File: config.mk
export PLATFORM = sky130hd
export DESIGN_NAME = quaternion_chain_to_rotation_matrix_core
export DESIGN_NICKNAME = d
export VERILOG_FILES = /design/src/hw/rtl/qcrm_pkg.sv /design/src/hw/rtl/qcrm_ctrl.sv /design/src/hw/rtl/qcrm_dp.sv /design/src/hw/rtl/quaternion_chain_to_rotation_matrix_core.sv
export SDC_FILE = /design/constraint.sdc
export NUM_CORES = 2
export LEC_CHECK = 0
export BUFFER_PORTS_ARGS = -buffer_cell sky130_fd_sc_hd__buf_4
export CORE_MARGIN = 2
export CORE_UTILIZATION = 55
export DETAILED_ROUTE_END_ITERATION = 6
export MAX_ROUTING_LAYER = met4
export PLACE_DENSITY_LB_ADDON = 0.3
export SYNTH_ARGS = -nofsm -noshare
export SYNTH_HDL_FRONTEND = slang
export SYNTH_SLANG_ARGS = --single-unit
File: constraint.sdc
create_clock -name clk -period 15.4 [get_ports clk]
set_input_delay 3.08 -clock clk [delete_from_list [all_inputs] [get_ports clk]]
set_output_delay 3.08 -clock clk [all_outputs]
set_load 0.01 [all_outputs]
File: src/hw/rtl/qcrm_pkg.sv
// Package for the quaternion chain to rotation matrix core.
// Default word format, controller state codes and the command bundle.
// No dependencies.
`timescale 1ns / 1ps
`default_nettype none
package qcrm_pkg;

  localparam int WORD_BITS_DEF = 16;
  localparam int FRAC_BITS_DEF = 14;
  localparam int STEP_BITS     = 2;

  typedef enum logic [11:0] {
    ST_IDLE = 12'b0000_0000_0001,
    ST_H0   = 12'b0000_0000_0010,
    ST_H1   = 12'b0000_0000_0100,
    ST_H2   = 12'b0000_0000_1000,
    ST_H3   = 12'b0000_0001_0000,
    ST_H4   = 12'b0000_0010_0000,
    ST_HW   = 12'b0000_0100_0000,
    ST_M0   = 12'b0000_1000_0000,
    ST_M1   = 12'b0001_0000_0000,
    ST_M2   = 12'b0010_0000_0000,
    ST_M3   = 12'b0100_0000_0000,
    ST_MC   = 12'b1000_0000_0000
  } state_t;

  typedef struct packed {
    logic                 cap;        // accepted request: capture input
    logic                 mul_en;     // issue one multiplier step
    logic                 mul_mat;    // 1: matrix terms, 0: Hamilton terms
    logic [STEP_BITS-1:0] mul_step;
    logic                 ham_write;  // saturate sums into accumulator
    logic                 mat_write;  // combine matrix, load output register
  } cmd_t;

endpackage
`default_nettype wire

File: src/hw/rtl/qcrm_ctrl.sv
// Controller for the quaternion chain core: sequences capture, the four
// multiplier steps, accumulator write and matrix output. Uses qcrm_pkg.
`timescale 1ns / 1ps
`default_nettype none
module qcrm_ctrl
  import qcrm_pkg::*;
(
  input  wire  clk,
  input  wire  rst_n,
  input  wire  in_tvalid,
  output logic in_tready,
  input  wire  in_start,
  input  wire  in_last,
  input  wire  out_free,
  output cmd_t cmd
);

  state_t state_r, state_nxt;
  logic   last_r, last_nxt;

  always_ff @(posedge clk) begin
    if (!rst_n) begin
      state_r <= ST_IDLE;
      last_r  <= 1'b0;
    end else begin
      state_r <= state_nxt;
      last_r  <= last_nxt;
    end
  end

  always_comb begin
    state_nxt = state_r;
    last_nxt  = last_r;
    cmd       = '0;
    in_tready = 1'b0;
    case (state_r)
      ST_IDLE: begin
        in_tready = 1'b1;
        if (in_tvalid) begin
          cmd.cap  = 1'b1;
          last_nxt = in_last;
          if (in_start) state_nxt = in_last ? ST_M0 : ST_IDLE;
          else          state_nxt = ST_H0;
        end
      end
      ST_H0: begin
        cmd.mul_en = 1'b1; cmd.mul_step = 2'd0; state_nxt = ST_H1;
      end
      ST_H1: begin
        cmd.mul_en = 1'b1; cmd.mul_step = 2'd1; state_nxt = ST_H2;
      end
      ST_H2: begin
        cmd.mul_en = 1'b1; cmd.mul_step = 2'd2; state_nxt = ST_H3;
      end
      ST_H3: begin
        cmd.mul_en = 1'b1; cmd.mul_step = 2'd3; state_nxt = ST_H4;
      end
      ST_H4: state_nxt = ST_HW;
      ST_HW: begin
        cmd.ham_write = 1'b1;
        state_nxt     = last_r ? ST_M0 : ST_IDLE;
      end
      ST_M0: begin
        cmd.mul_en = 1'b1; cmd.mul_mat = 1'b1; cmd.mul_step = 2'd0; state_nxt = ST_M1;
      end
      ST_M1: begin
        cmd.mul_en = 1'b1; cmd.mul_mat = 1'b1; cmd.mul_step = 2'd1; state_nxt = ST_M2;
      end
      ST_M2: begin
        cmd.mul_en = 1'b1; cmd.mul_mat = 1'b1; cmd.mul_step = 2'd2; state_nxt = ST_M3;
      end
      ST_M3: state_nxt = ST_MC;
      ST_MC: begin
        if (out_free) begin
          cmd.mat_write = 1'b1;
          state_nxt     = ST_IDLE;
        end
      end
      default: state_nxt = ST_IDLE;
    endcase
  end

  a_one_cmd: assert property (@(posedge clk) disable iff (!rst_n)
    $onehot0({cmd.cap, cmd.mul_en, cmd.ham_write, cmd.mat_write}))
    else $error("more than one datapath command in a cycle");

  a_hw_after_h4: assert property (@(posedge clk) disable iff (!rst_n)
    (state_r == ST_HW) |-> ($past(state_r) == ST_H4))
    else $error("accumulator write without drained term stage");

  a_mul_follows: assert property (@(posedge clk) disable iff (!rst_n)
    (state_r == ST_IDLE && in_tvalid && !in_start) |=> (state_r == ST_H0))
    else $error("multiply request did not start the product sequence");

endmodule
`default_nettype wire

File: src/hw/rtl/qcrm_dp.sv
// Datapath for the quaternion chain core: accumulator, four shared
// multipliers, rounding/sum stage, matrix combine and output register.
// Uses qcrm_pkg; driven by qcrm_ctrl.
`timescale 1ns / 1ps
`default_nettype none
module qcrm_dp
  import qcrm_pkg::*;
#(
  parameter int WORD_BITS = WORD_BITS_DEF,
  parameter int FRAC_BITS = FRAC_BITS_DEF,
  localparam int IN_BITS  = ((4 * WORD_BITS + 7) / 8) * 8,
  localparam int OUT_BITS = ((9 * WORD_BITS + 7) / 8) * 8
) (
  input  wire                 clk,
  input  wire                 rst_n,
  input  wire  [IN_BITS-1:0]  in_tdata,
  input  wire                 in_start,
  input  cmd_t                cmd,
  output logic                out_free,
  output logic                out_tvalid,
  input  wire                 out_tready,
  output logic [OUT_BITS-1:0] out_tdata,
  output logic [0:0]          out_tuser
);

  localparam int W      = WORD_BITS;
  localparam int P_BITS = 2 * W;
  localparam int T_BITS = 2 * W - FRAC_BITS + 2;
  localparam int S_BITS = T_BITS + 2;
  localparam int HALF_H = 1 << (FRAC_BITS - 1);
  localparam int HALF_M = 1 << (FRAC_BITS - 2);

  localparam logic [W-1:0] ONE_W = W'(1) << FRAC_BITS;
  localparam logic signed [S_BITS-1:0] ONE_S = S_BITS'(1) << FRAC_BITS;
  localparam logic signed [S_BITS-1:0] SMAX  = S_BITS'({1'b0, {(W-1){1'b1}}});
  localparam logic signed [S_BITS-1:0] SMIN  =
    S_BITS'(signed'({1'b1, {(W-1){1'b0}}}));

  typedef struct packed {
    logic                 en;
    logic                 mat;
    logic [STEP_BITS-1:0] step;
    logic [3:0]           neg;
  } term_ctl_t;

  logic signed [W-1:0]      acc_r [4];
  logic signed [W-1:0]      q_r   [4];
  logic signed [P_BITS-1:0] p_r   [4];
  logic signed [S_BITS-1:0] sum_r [4];
  logic signed [T_BITS-1:0] t_r   [9];
  term_ctl_t                tc_r;
  logic                     sticky_r;
  logic                     out_tvalid_r;
  logic [9*W-1:0]           out_data_r;
  logic                     out_flag_r;

  logic signed [W-1:0]      opa [4];
  logic signed [W-1:0]      opb [4];
  logic [3:0]               neg;
  logic signed [T_BITS-1:0] term [4];
  logic signed [S_BITS-1:0] e [9];
  logic signed [S_BITS-1:0] m [9];
  logic [8:0]               m_ov;
  logic [3:0]               h_ov;
  logic [9*W-1:0]           m_pack;

  function automatic logic signed [W-1:0] sat_w(input logic signed [S_BITS-1:0] v);
    if (v > SMAX)      sat_w = W'(SMAX);
    else if (v < SMIN) sat_w = W'(SMIN);
    else               sat_w = W'(v);
  endfunction

  function automatic logic sat_ov(input logic signed [S_BITS-1:0] v);
    sat_ov = (v > SMAX) || (v < SMIN);
  endfunction

  // operand select: lane j builds term k of component j (s, x, y, z)
  always_comb begin
    for (int j = 0; j < 4; j++) begin
      opa[j] = '0;
      opb[j] = '0;
    end
    neg = 4'b0000;
    if (!cmd.mul_mat) begin
      case (cmd.mul_step)
        2'd0: begin
          opa[0] = acc_r[0]; opb[0] = q_r[0];
          opa[1] = acc_r[2]; opb[1] = q_r[3];
          opa[2] = acc_r[3]; opb[2] = q_r[1];
          opa[3] = acc_r[1]; opb[3] = q_r[2];
        end
        2'd1: begin
          opa[0] = acc_r[1]; opb[0] = q_r[1];
          opa[1] = acc_r[3]; opb[1] = q_r[2];
          opa[2] = acc_r[1]; opb[2] = q_r[3];
          opa[3] = acc_r[2]; opb[3] = q_r[1];
          neg    = 4'b1111;
        end
        2'd2: begin
          opa[0] = acc_r[2]; opb[0] = q_r[2];
          opa[1] = acc_r[0]; opb[1] = q_r[1];
          opa[2] = acc_r[0]; opb[2] = q_r[2];
          opa[3] = acc_r[0]; opb[3] = q_r[3];
          neg    = 4'b0001;
        end
        default: begin
          opa[0] = acc_r[3]; opb[0] = q_r[3];
          opa[1] = q_r[0];   opb[1] = acc_r[1];
          opa[2] = q_r[0];   opb[2] = acc_r[2];
          opa[3] = q_r[0];   opb[3] = acc_r[3];
          neg    = 4'b0001;
        end
      endcase
    end else begin
      // term slots: xx xy xz yy | yz zz sx sy | sz
      case (cmd.mul_step)
        2'd0: begin
          opa[0] = acc_r[1]; opb[0] = acc_r[1];
          opa[1] = acc_r[1]; opb[1] = acc_r[2];
          opa[2] = acc_r[1]; opb[2] = acc_r[3];
          opa[3] = acc_r[2]; opb[3] = acc_r[2];
        end
        2'd1: begin
          opa[0] = acc_r[2]; opb[0] = acc_r[3];
          opa[1] = acc_r[3]; opb[1] = acc_r[3];
          opa[2] = acc_r[0]; opb[2] = acc_r[1];
          opa[3] = acc_r[0]; opb[3] = acc_r[2];
        end
        2'd2: begin
          opa[0] = acc_r[0]; opb[0] = acc_r[3];
        end
        default: begin
          opa[0] = '0; opb[0] = '0;
        end
      endcase
    end
  end

  // round half up: add half an LSB, arithmetic shift
  always_comb begin
    for (int j = 0; j < 4; j++) begin
      logic signed [P_BITS:0]   rh;
      logic signed [P_BITS:0]   rm;
      logic signed [T_BITS-1:0] tv;
      rh = (P_BITS+1)'(p_r[j]) + (P_BITS+1)'(HALF_H);
      rm = (P_BITS+1)'(p_r[j]) + (P_BITS+1)'(HALF_M);
      tv = tc_r.mat ? T_BITS'(rm >>> (FRAC_BITS - 1)) : T_BITS'(rh >>> FRAC_BITS);
      term[j] = tc_r.neg[j] ? -tv : tv;
    end
  end

  always_comb begin
    for (int k = 0; k < 9; k++) e[k] = S_BITS'(t_r[k]);
    m[0] = ONE_S - (e[3] + e[5]);
    m[1] = e[1] + e[8];
    m[2] = e[2] - e[7];
    m[3] = e[1] - e[8];
    m[4] = ONE_S - (e[0] + e[5]);
    m[5] = e[4] + e[6];
    m[6] = e[2] + e[7];
    m[7] = e[4] - e[6];
    m[8] = ONE_S - (e[0] + e[3]);
    for (int k = 0; k < 9; k++) begin
      m_ov[k]             = sat_ov(m[k]);
      m_pack[k*W +: W]    = sat_w(m[k]);
    end
    for (int j = 0; j < 4; j++) h_ov[j] = sat_ov(sum_r[j]);
  end

  assign out_free   = !out_tvalid_r || out_tready;
  assign out_tvalid = out_tvalid_r;
  assign out_tdata  = OUT_BITS'(out_data_r);
  assign out_tuser  = out_flag_r;

  // control state
  always_ff @(posedge clk) begin
    if (!rst_n) begin
      acc_r[0]     <= ONE_W;
      for (int j = 1; j < 4; j++) acc_r[j] <= '0;
      sticky_r     <= 1'b0;
      tc_r         <= '0;
      out_tvalid_r <= 1'b0;
    end else begin
      tc_r.en   <= cmd.mul_en;
      tc_r.mat  <= cmd.mul_mat;
      tc_r.step <= cmd.mul_step;
      tc_r.neg  <= neg;
      if (cmd.cap && in_start) begin
        for (int j = 0; j < 4; j++) acc_r[j] <= in_tdata[j*W +: W];
        sticky_r <= 1'b0;
      end else if (cmd.ham_write) begin
        for (int j = 0; j < 4; j++) acc_r[j] <= sat_w(sum_r[j]);
        sticky_r <= sticky_r | (|h_ov);
      end else if (cmd.mat_write) begin
        sticky_r <= sticky_r | (|m_ov);
      end
      if (cmd.mat_write)   out_tvalid_r <= 1'b1;
      else if (out_tready) out_tvalid_r <= 1'b0;
    end
  end

  // payload
  always_ff @(posedge clk) begin
    if (cmd.cap) begin
      for (int j = 0; j < 4; j++) q_r[j] <= in_tdata[j*W +: W];
    end
    if (cmd.mul_en) begin
      for (int j = 0; j < 4; j++) p_r[j] <= P_BITS'(opa[j]) * P_BITS'(opb[j]);
    end
    if (tc_r.en && !tc_r.mat) begin
      for (int j = 0; j < 4; j++)
        sum_r[j] <= ((tc_r.step == 2'd0) ? '0 : sum_r[j]) + S_BITS'(term[j]);
    end
    if (tc_r.en && tc_r.mat) begin
      for (int k = 0; k < 9; k++)
        if (tc_r.step == STEP_BITS'(k / 4)) t_r[k] <= term[k % 4];
    end
    if (cmd.mat_write) begin
      out_data_r <= m_pack;
      out_flag_r <= sticky_r | (|m_ov);
    end
  end

  a_slot_free: assert property (@(posedge clk) disable iff (!rst_n)
    cmd.mat_write |-> out_free)
    else $error("matrix written over a pending result");

  a_out_set: assert property (@(posedge clk) disable iff (!rst_n)
    cmd.mat_write |=> out_tvalid_r)
    else $error("matrix write did not raise output valid");

  a_start_clears: assert property (@(posedge clk) disable iff (!rst_n)
    (cmd.cap && in_start) |=> !sticky_r)
    else $error("start request did not clear overflow flag");

endmodule
`default_nettype wire

File: src/hw/rtl/quaternion_chain_to_rotation_matrix_core.sv
// Top level of the quaternion chain to rotation matrix core.
// Instantiates qcrm_ctrl and qcrm_dp; uses qcrm_pkg.
//
//  channel | dir | handshake          | payload
//  in_     | in  | in_tvalid/tready   | tdata {s,x,y,z}, tuser start_chain, tlast last
//  out_    | out | out_tvalid/tready  | tdata 3x3 matrix, tuser overflow_flag
//
// A start item without last is only captured. A multiply item runs four steps
// of the four shared multipliers, a rounding/sum stage and accumulator write.
// The last item adds three multiplier steps, a drain and the matrix combine.
// Synchronous active-low reset: identity accumulator, flag and output cleared.
// The next request is taken while a result waits; the matrix combine stalls
// only while the output register still holds an untaken result.
`timescale 1ns / 1ps
`default_nettype none
module quaternion_chain_to_rotation_matrix_core
  import qcrm_pkg::*;
#(
  parameter int WORD_BITS = WORD_BITS_DEF,
  parameter int FRAC_BITS = FRAC_BITS_DEF,
  localparam int IN_BITS  = ((4 * WORD_BITS + 7) / 8) * 8,
  localparam int OUT_BITS = ((9 * WORD_BITS + 7) / 8) * 8
) (
  input  wire                 clk,
  input  wire                 rst_n,
  input  wire                 in_tvalid,
  output logic                in_tready,
  input  wire  [IN_BITS-1:0]  in_tdata,   // q_scalar, q_vec_x, q_vec_y, q_vec_z
  input  wire  [0:0]          in_tuser,   // start_chain
  input  wire                 in_tlast,   // last_in_chain
  output logic                out_tvalid,
  input  wire                 out_tready,
  output logic [OUT_BITS-1:0] out_tdata,  // m_r0_c0..m_r0_c2, m_r1_c0..m_r1_c2,
                                          // m_r2_c0..m_r2_c2
  output logic [0:0]          out_tuser   // overflow_flag
);

  cmd_t cmd;
  logic out_free;

  qcrm_ctrl u_ctrl (
    .clk       (clk),
    .rst_n     (rst_n),
    .in_tvalid (in_tvalid),
    .in_tready (in_tready),
    .in_start  (in_tuser[0]),
    .in_last   (in_tlast),
    .out_free  (out_free),
    .cmd       (cmd)
  );

  qcrm_dp #(
    .WORD_BITS (WORD_BITS),
    .FRAC_BITS (FRAC_BITS)
  ) u_dp (
    .clk        (clk),
    .rst_n      (rst_n),
    .in_tdata   (in_tdata),
    .in_start   (in_tuser[0]),
    .cmd        (cmd),
    .out_free   (out_free),
    .out_tvalid (out_tvalid),
    .out_tready (out_tready),
    .out_tdata  (out_tdata),
    .out_tuser  (out_tuser)
  );

endmodule
`default_nettype wire
Yosys cells after proc, flatten, opt, wreduce, memory -nomap -nowiden
Memory sizes are Yosys's and may differ from the RTL's.
Index checks and enable logic that the tools add are counted.
{"block": "op_classes", "n_eq_ne": 18, "n_bitwise": 11, "n_lt_le_gt_ge": 26, "n_reduce_logical": 39, "add_sub_neg": 28, "muxes": 115, "mul": 4}
{"operator": "$mux 16", "count": 37}
{"operator": "$pmux 64 s3", "count": 2}
{"operator": "$gt 22x16->1 const B", "count": 13}
{"operator": "$lt 22x16->1 const B", "count": 13}
{"operator": "$mux 20", "count": 13}
{"operator": "$pmux 48 s2", "count": 2}
{"operator": "$pmux 12 s12", "count": 1}
{"operator": "$add 32x14->33 const B", "count": 4}
{"operator": "$add 32x15->33 const B", "count": 4}
{"operator": "$mul 16x16->32", "count": 4}
{"operator": "$mux 64", "count": 2}
{"operator": "$add 20x20->21", "count": 6}
{"operator": "$reduce_or 20->1", "count": 5}
{"operator": "$add 22x22->22", "count": 4}
{"operator": "$mux 22", "count": 4}
{"operator": "$neg 20->20", "count": 4}
{"operator": "$sub 16x22->22 const A", "count": 3}
{"operator": "$sub 20x20->21", "count": 3}
{"operator": "$pmux 16 s3", "count": 1}
{"operator": "$mux 1", "count": 40}
{"operator": "$mux 12", "count": 3}
{"operator": "$pmux 16 s2", "count": 1}
{"operator": "$mux 4", "count": 5}
{"operator": "$mux 8", "count": 2}
{"operator": "30 further kinds", "count": 65}
{"block": "word_totals", "ff_bits": 168, "wordCells": 264, "ram_bits": 524, "input_bits": 70, "out_inout_bits": 147, "mem_count": 5}
{"name": "u_dp.t_r", "words": 9, "word_bits": 20, "read_ports": 9, "rd_clocked_by_memory_dff": 0, "wr": 4, "line_no": "qcrm_dp.sv:50", "rtl": "logic signed [T_BITS-1:0] t_r [9];"}
{"name": "u_dp.p_r", "words": 4, "word_bits": 32, "read_ports": 4, "rd_clocked_by_memory_dff": 0, "wr": 4, "line_no": "qcrm_dp.sv:48", "rtl": "logic signed [P_BITS-1:0] p_r [4];"}
{"name": "u_dp.sum_r", "words": 4, "word_bits": 22, "read_ports": 4, "rd_clocked_by_memory_dff": 0, "wr": 4, "line_no": "qcrm_dp.sv:49", "rtl": "logic signed [S_BITS-1:0] sum_r [4];"}
{"name": "u_dp.acc_r", "words": 4, "word_bits": 16, "read_ports": 4, "rd_clocked_by_memory_dff": 0, "wr": 4, "line_no": "qcrm_dp.sv:46", "rtl": "logic signed [W-1:0] acc_r [4];"}
{"name": "u_dp.q_r", "words": 4, "word_bits": 16, "read_ports": 4, "rd_clocked_by_memory_dff": 0, "wr": 4, "line_no": "qcrm_dp.sv:47", "rtl": "logic signed [W-1:0] q_r [4];"}

Depth between registers and ports, before layout
An unclocked memory read counts as a cell.
{"block": "depth", "word_depth": 9, "mapped_depth": 45, "mapped_depth_nobuf": 37}

Modules after synthesis
From an unflattened synthesis, not the netlist that was laid out.
{"block": "unflattened", "hier_cells": 8998, "hier_area_um2": 82942.0}
{"module": "qcrm_dp", "cells_per_inst": 8896, "n_inst": 1, "area_per_inst_um2": 82128.8, "seq_area_each_um2": 18808.0}
{"module": "qcrm_ctrl", "cells_per_inst": 102, "n_inst": 1, "area_per_inst_um2": 813.3, "seq_area_each_um2": 260.2}

Worst setup path before layout
No wires, ideal clock.
{"block": "synth_timing", "kind": "input port to flip-flop", "start": "input out_tready", "end": "register u_dp.sticky_r", "path_stages": 4, "slack_ns": 4.742, "setup_ns": 0.095, "n_path_buf": 0, "required_ns": 15.305, "arrival_ns": 10.563, "cell_sequence": "nand2b_1 > nor2b_1 > o21ai_0 > a21oi_1"}
{"element": "from (decl)", "line_no": "quaternion_chain_to_rotation_matrix_core.sv:32", "rtl": "input wire out_tready,"}
{"element": "to (signal assigned)", "line_no": "qcrm_dp.sv:193", "rtl": "sticky_r <= sticky_r | (|h_ov);"}
{"element": "to (signal assigned)", "line_no": "qcrm_dp.sv:195", "rtl": "sticky_r <= sticky_r | (|m_ov);"}
{"element": "to (decl)", "line_no": "qcrm_dp.sv:52", "rtl": "logic sticky_r;"}

==> summary.md <==
| Metric | Value |
|---|---|
| FMAX | 0.08189 GHz |
| Reg2Reg Capture Point | u_dp.p_r[1][22] |
| Setup Total Neg Slack | 0 ns |
| Hold Vio Cnt, Final | 0 |
| Via density | 6.044 |
| CTS Hold Buffers Added | 0 |
| Post-synth cell types | 103 |
| Die width | 393.8 microns |
| Net Count, Synth | 10,890 |
| Cell mode on critical path | inv_1 |
| Post-synth ARST share | 0 |
| Post-synthesis sequential area ratio | 0.2282 |
| Synth Instances | 9,158 |
| CP arrival | 12.64 ns |
| Gr usage total | 0.3497 |
| Clock sink total | 642 |
| Initial detailed-routing violation count | 8,023 |
| Buf/Inv on CP | 9 |
| Worst Hold Launch | u_ctrl.state_r[1] |
| R2R Path Start | u_ctrl.state_r[4] |
| DP HPWL | 212.6 mm |
| PwrDens | 225.9 mW/mm^2 |
| Max Buffers Root-to-Sink | 3 |
| Number of setup violations in the final report | 0 |
| Syn. warnings | 0 |
| Crit start category | flip-flop |
| Number of flops mapped to enable cells by yosys | 621 |
| Max-cap violations | 0 |
| CTS tree | yes |
| Failing checks | design-rule violations |
| CP endpoint kind | flip-flop |
| Die height | 393.8 microns |
| Routed Antenna Nets | 0 |
| GRT Residual Overflow | 0 |
| FP Rows | 143 |
| Layout cells sized above 1 | 0.07165 |
| Initial antenna violation count | 25 |
| Synth Register Bits | 642 |
| Hold path cells | 2 |
| Clock Latency Late Sink | 0.72 ns |
| Worst-path clk slew | 0.07 ns |
| Avg Cell Area, Syn | 9.123 sq um |
| Worst EP required | 15.83 ns |
| Port bufs | 216 |
| Worst Setup SP | u_ctrl.state_r[4] |
| NumNets Final | 10,950 |
| Core area | 0.1514 sq mm |
| Flop-to-flop setup slack | 3.19 ns |
| Inserted Clock Buffers | 76 |
| Top_reg_cell synth | edfxtp_1 |
| Vias | 68,460 |
| DRC | 238 |
| Number of global-route vias before repair | 67,270 |
| CTS root buffer | clkbuf_16 |
| Hold EP | u_ctrl.state_r[2] |
| WL/cell | 23.39 microns |
| Status | finished, violations left |
| Post-Route WL | 264.9 mm |
| Hold WC Path Type | reg2reg |
| Skew final | 0.04267 ns |
| Initial core utilization | 0.5520 |
| Critical-path top delay cell | a2111oi_0 |
| Worst-Margin Slew | 1.292 ns |
| Setup CP Type | reg2reg |
| DRT Pass-1 Iters | 7 |
| Mapped Area | 0.08355 sq mm |
| Family with the most delay on the worst path | compound AO/OA/AOI/OAI gates |
| Worst reg2reg path depth | 38 |
| RSZ-0062 raised after global routing | no |
| Largest net degree at the start of global routing | 102 |
| Period utilization | 0.7930 |
| Leak | 39.62 nW |
| CTS resizes | 0 |
| CP max FO | 68 |
| Slew Viols, Final | 0 |
| First-pass GRT wire length | 403.1 mm |
| Relative slew slack | 0.1273 |
| Final core area utilization | 0.5949 |
| Maximum vdd drop | 0.4576 mV |
| Postcts setup bufs | 0 |
| Fin crit period | 12.21 ns |
| Htree depth | 3 |
| Ports | 217 |
| Area grow syn2layout | 7.785% |
| Placer Congestion | 1.026 |
| Die ar. | 0.1550 sq mm |
| Peak per-stage delay on the critical path | 0.98 ns |
flip-flops by register name, indices dropped and copies added (netlist names):
register and count:
u_dp.t_r 180, u_dp.out_tdata 144, u_dp.sum_r 88, u_dp.p_r 80
u_dp.acc_r 64, u_dp.q_r 64, u_ctrl.state_r 12, u_dp.tc_r 6
u_ctrl.last_r 1, u_dp.out_tuser 1, u_dp.out_tvalid 1, u_dp.sticky_r 1
placed cells by master, fill, tap and decap left out, types with 21 or more instances in the layout:
cell and instances:
a31o_2 21, nand3_1 178, a221oi_1 28, o21ai_1 53, o21a_1 108, nand2b_1 140, a21o_1 106, or2_2 92
buf_4 361, clkbuf_16 77, nor3_1 115, o21bai_1 38, o211ai_1 40, fa_1 1057, and3_1 61, xor2_1 114
o22ai_1 26, or3_1 47, nand4_1 58, nor4_1 34, edfxtp_1 621, a211oi_1 71, inv_1 1387, xnor2_1 358
o31ai_1 44, nor2b_1 73, a31oi_1 83, mux2i_1 35, o21ai_0 417, a222oi_1 83, a22oi_1 30, nand2_1 795
a21oi_1 356, and2_1 126, o41ai_1 21, ha_1 599, nor2_1 1022
worst max path at each step:
stage | to | slack (ns) | cells past startpoint
floorplan | u_dp.sticky_r | 4.74 | 4
global placement | u_dp.p_r[1][31] | 3.71 | 35
detailed placement | u_dp.p_r[1][31] | 3.49 | 38
CTS | u_dp.p_r[1][31] | 3.44 | 35
global route | u_dp.p_r[1][22] | 2.53 | 38
finish | u_dp.p_r[1][22] | 3.19 | 38
through the flow:
stage | worst slack [ns] | hold slack (ns) | std cells | total power [W] | instance area, sq um
after global placement | 3.713 | 0.5109 | 11170 | 0.01784 | 87510
final | 3.188 | 0.5476 | 11330 | 0.02034 | 90050
after global routing | 2.532 | 0.5694 | 11320 | 0.02254 | 90040
after CTS | 3.435 | 0.5447 | 11310 | 0.02036 | 90010
after detailed placement | 3.488 | 0.5247 | 11170 | 0.01841 | 87510
after floorplan | 4.742 | 0.4744 | 9158 | 0.01453 | 83550
layer usage:
layer,vias up,part of all wire,GRT usage
met4,0,0.065,0.1889
li1,30760,-,-
met2,3451,0.43,0.5129
met1,33550,0.39,0.4499
met3,699,0.11,0.08156
met5,-,0,-
logic make-up (layout without fill, tap and decap cells):
| logic type | Yosys count | in the layout | share of synthesized area |
|---|---|---|---|
| DFF | 642 | 642 | 0.2282 |
| and+or+nand+nor | 2840 | 2840 | 0.1563 |
| muxes | 41 | 41 | 0.005047 |
| buffers and inverters | 1767 | 1890 | 0.08006 |
| AOI/OAI and AO/OA | 1734 | 1734 | 0.1369 |
| adders and majority gates | 1660 | 1660 | 0.3436 |
| other | 0 | 16 | 0 |
| xor gates and xnor gates | 474 | 474 | 0.04987 |
synthesized netlist by cell type, types with 58 or more instances:
library cell / n / area [sq um]
nor2_1: 1024 / 3844
nor2b_1: 75 / 469.2
nand2_1: 796 / 2988
nand2b_1: 140 / 875.8
nor3_1: 115 / 575.6
clkbuf_1: 322 / 1209
a21o_1: 106 / 795.8
and2_1: 126 / 788.3
or2_2: 92 / 575.6
xnor2_1: 358 / 3136
a222oi_1: 83 / 830.8
a31oi_1: 88 / 550.5
edfxtp_1: 621 / 18650
inv_1: 1388 / 5210
fa_1: 1057 / 21160
and3_1: 62 / 387.9
o21ai_0: 427 / 2137
ha_1: 603 / 7545
o21a_1: 108 / 810.8
a211oi_1: 71 / 533.0
nand3_1: 179 / 895.9
a21oi_1: 356 / 1782
nand4_1: 58 / 362.9
xor2_1: 114 / 998.5
worst register-to-register path: cells and delay by family, from the launching register on:
family,cells,cell delay (ns)
adder cells (fa/ha/maj),8,3.26
buffers and inverters,9,1.80
AO/OA/AOI/OAI,10,3.51
XOR/XNOR,1,0.12
flip-flops,1,0.37
AND/OR/NAND/NOR,10,2.87
where the power goes:
group / internal, W / leakage (nW) / switching [W]
Combinational: 0.00656 / 32.5 / 0.00876
Sequential: 0.00292 / 5.88 / 0.000240
Clock: 0.00103 / 1.21 / 0.000833
area by class of cell:
class | count | area [sq um]
Timing Repair Buffer | 361 | 2710
Multi-Input combinational cell | 6749 | 57970
Tap cell | 2030 | 2540
Fill cell | 13120 | 61320
Clock buffer | 90 | 1996
Sequential cell | 642 | 19070
Inverter | 1389 | 5216
Antenna cell | 16 | 40.04
Clock inverter | 50 | 503.0
Note: power is estimated with default switching activity, not from simulation.
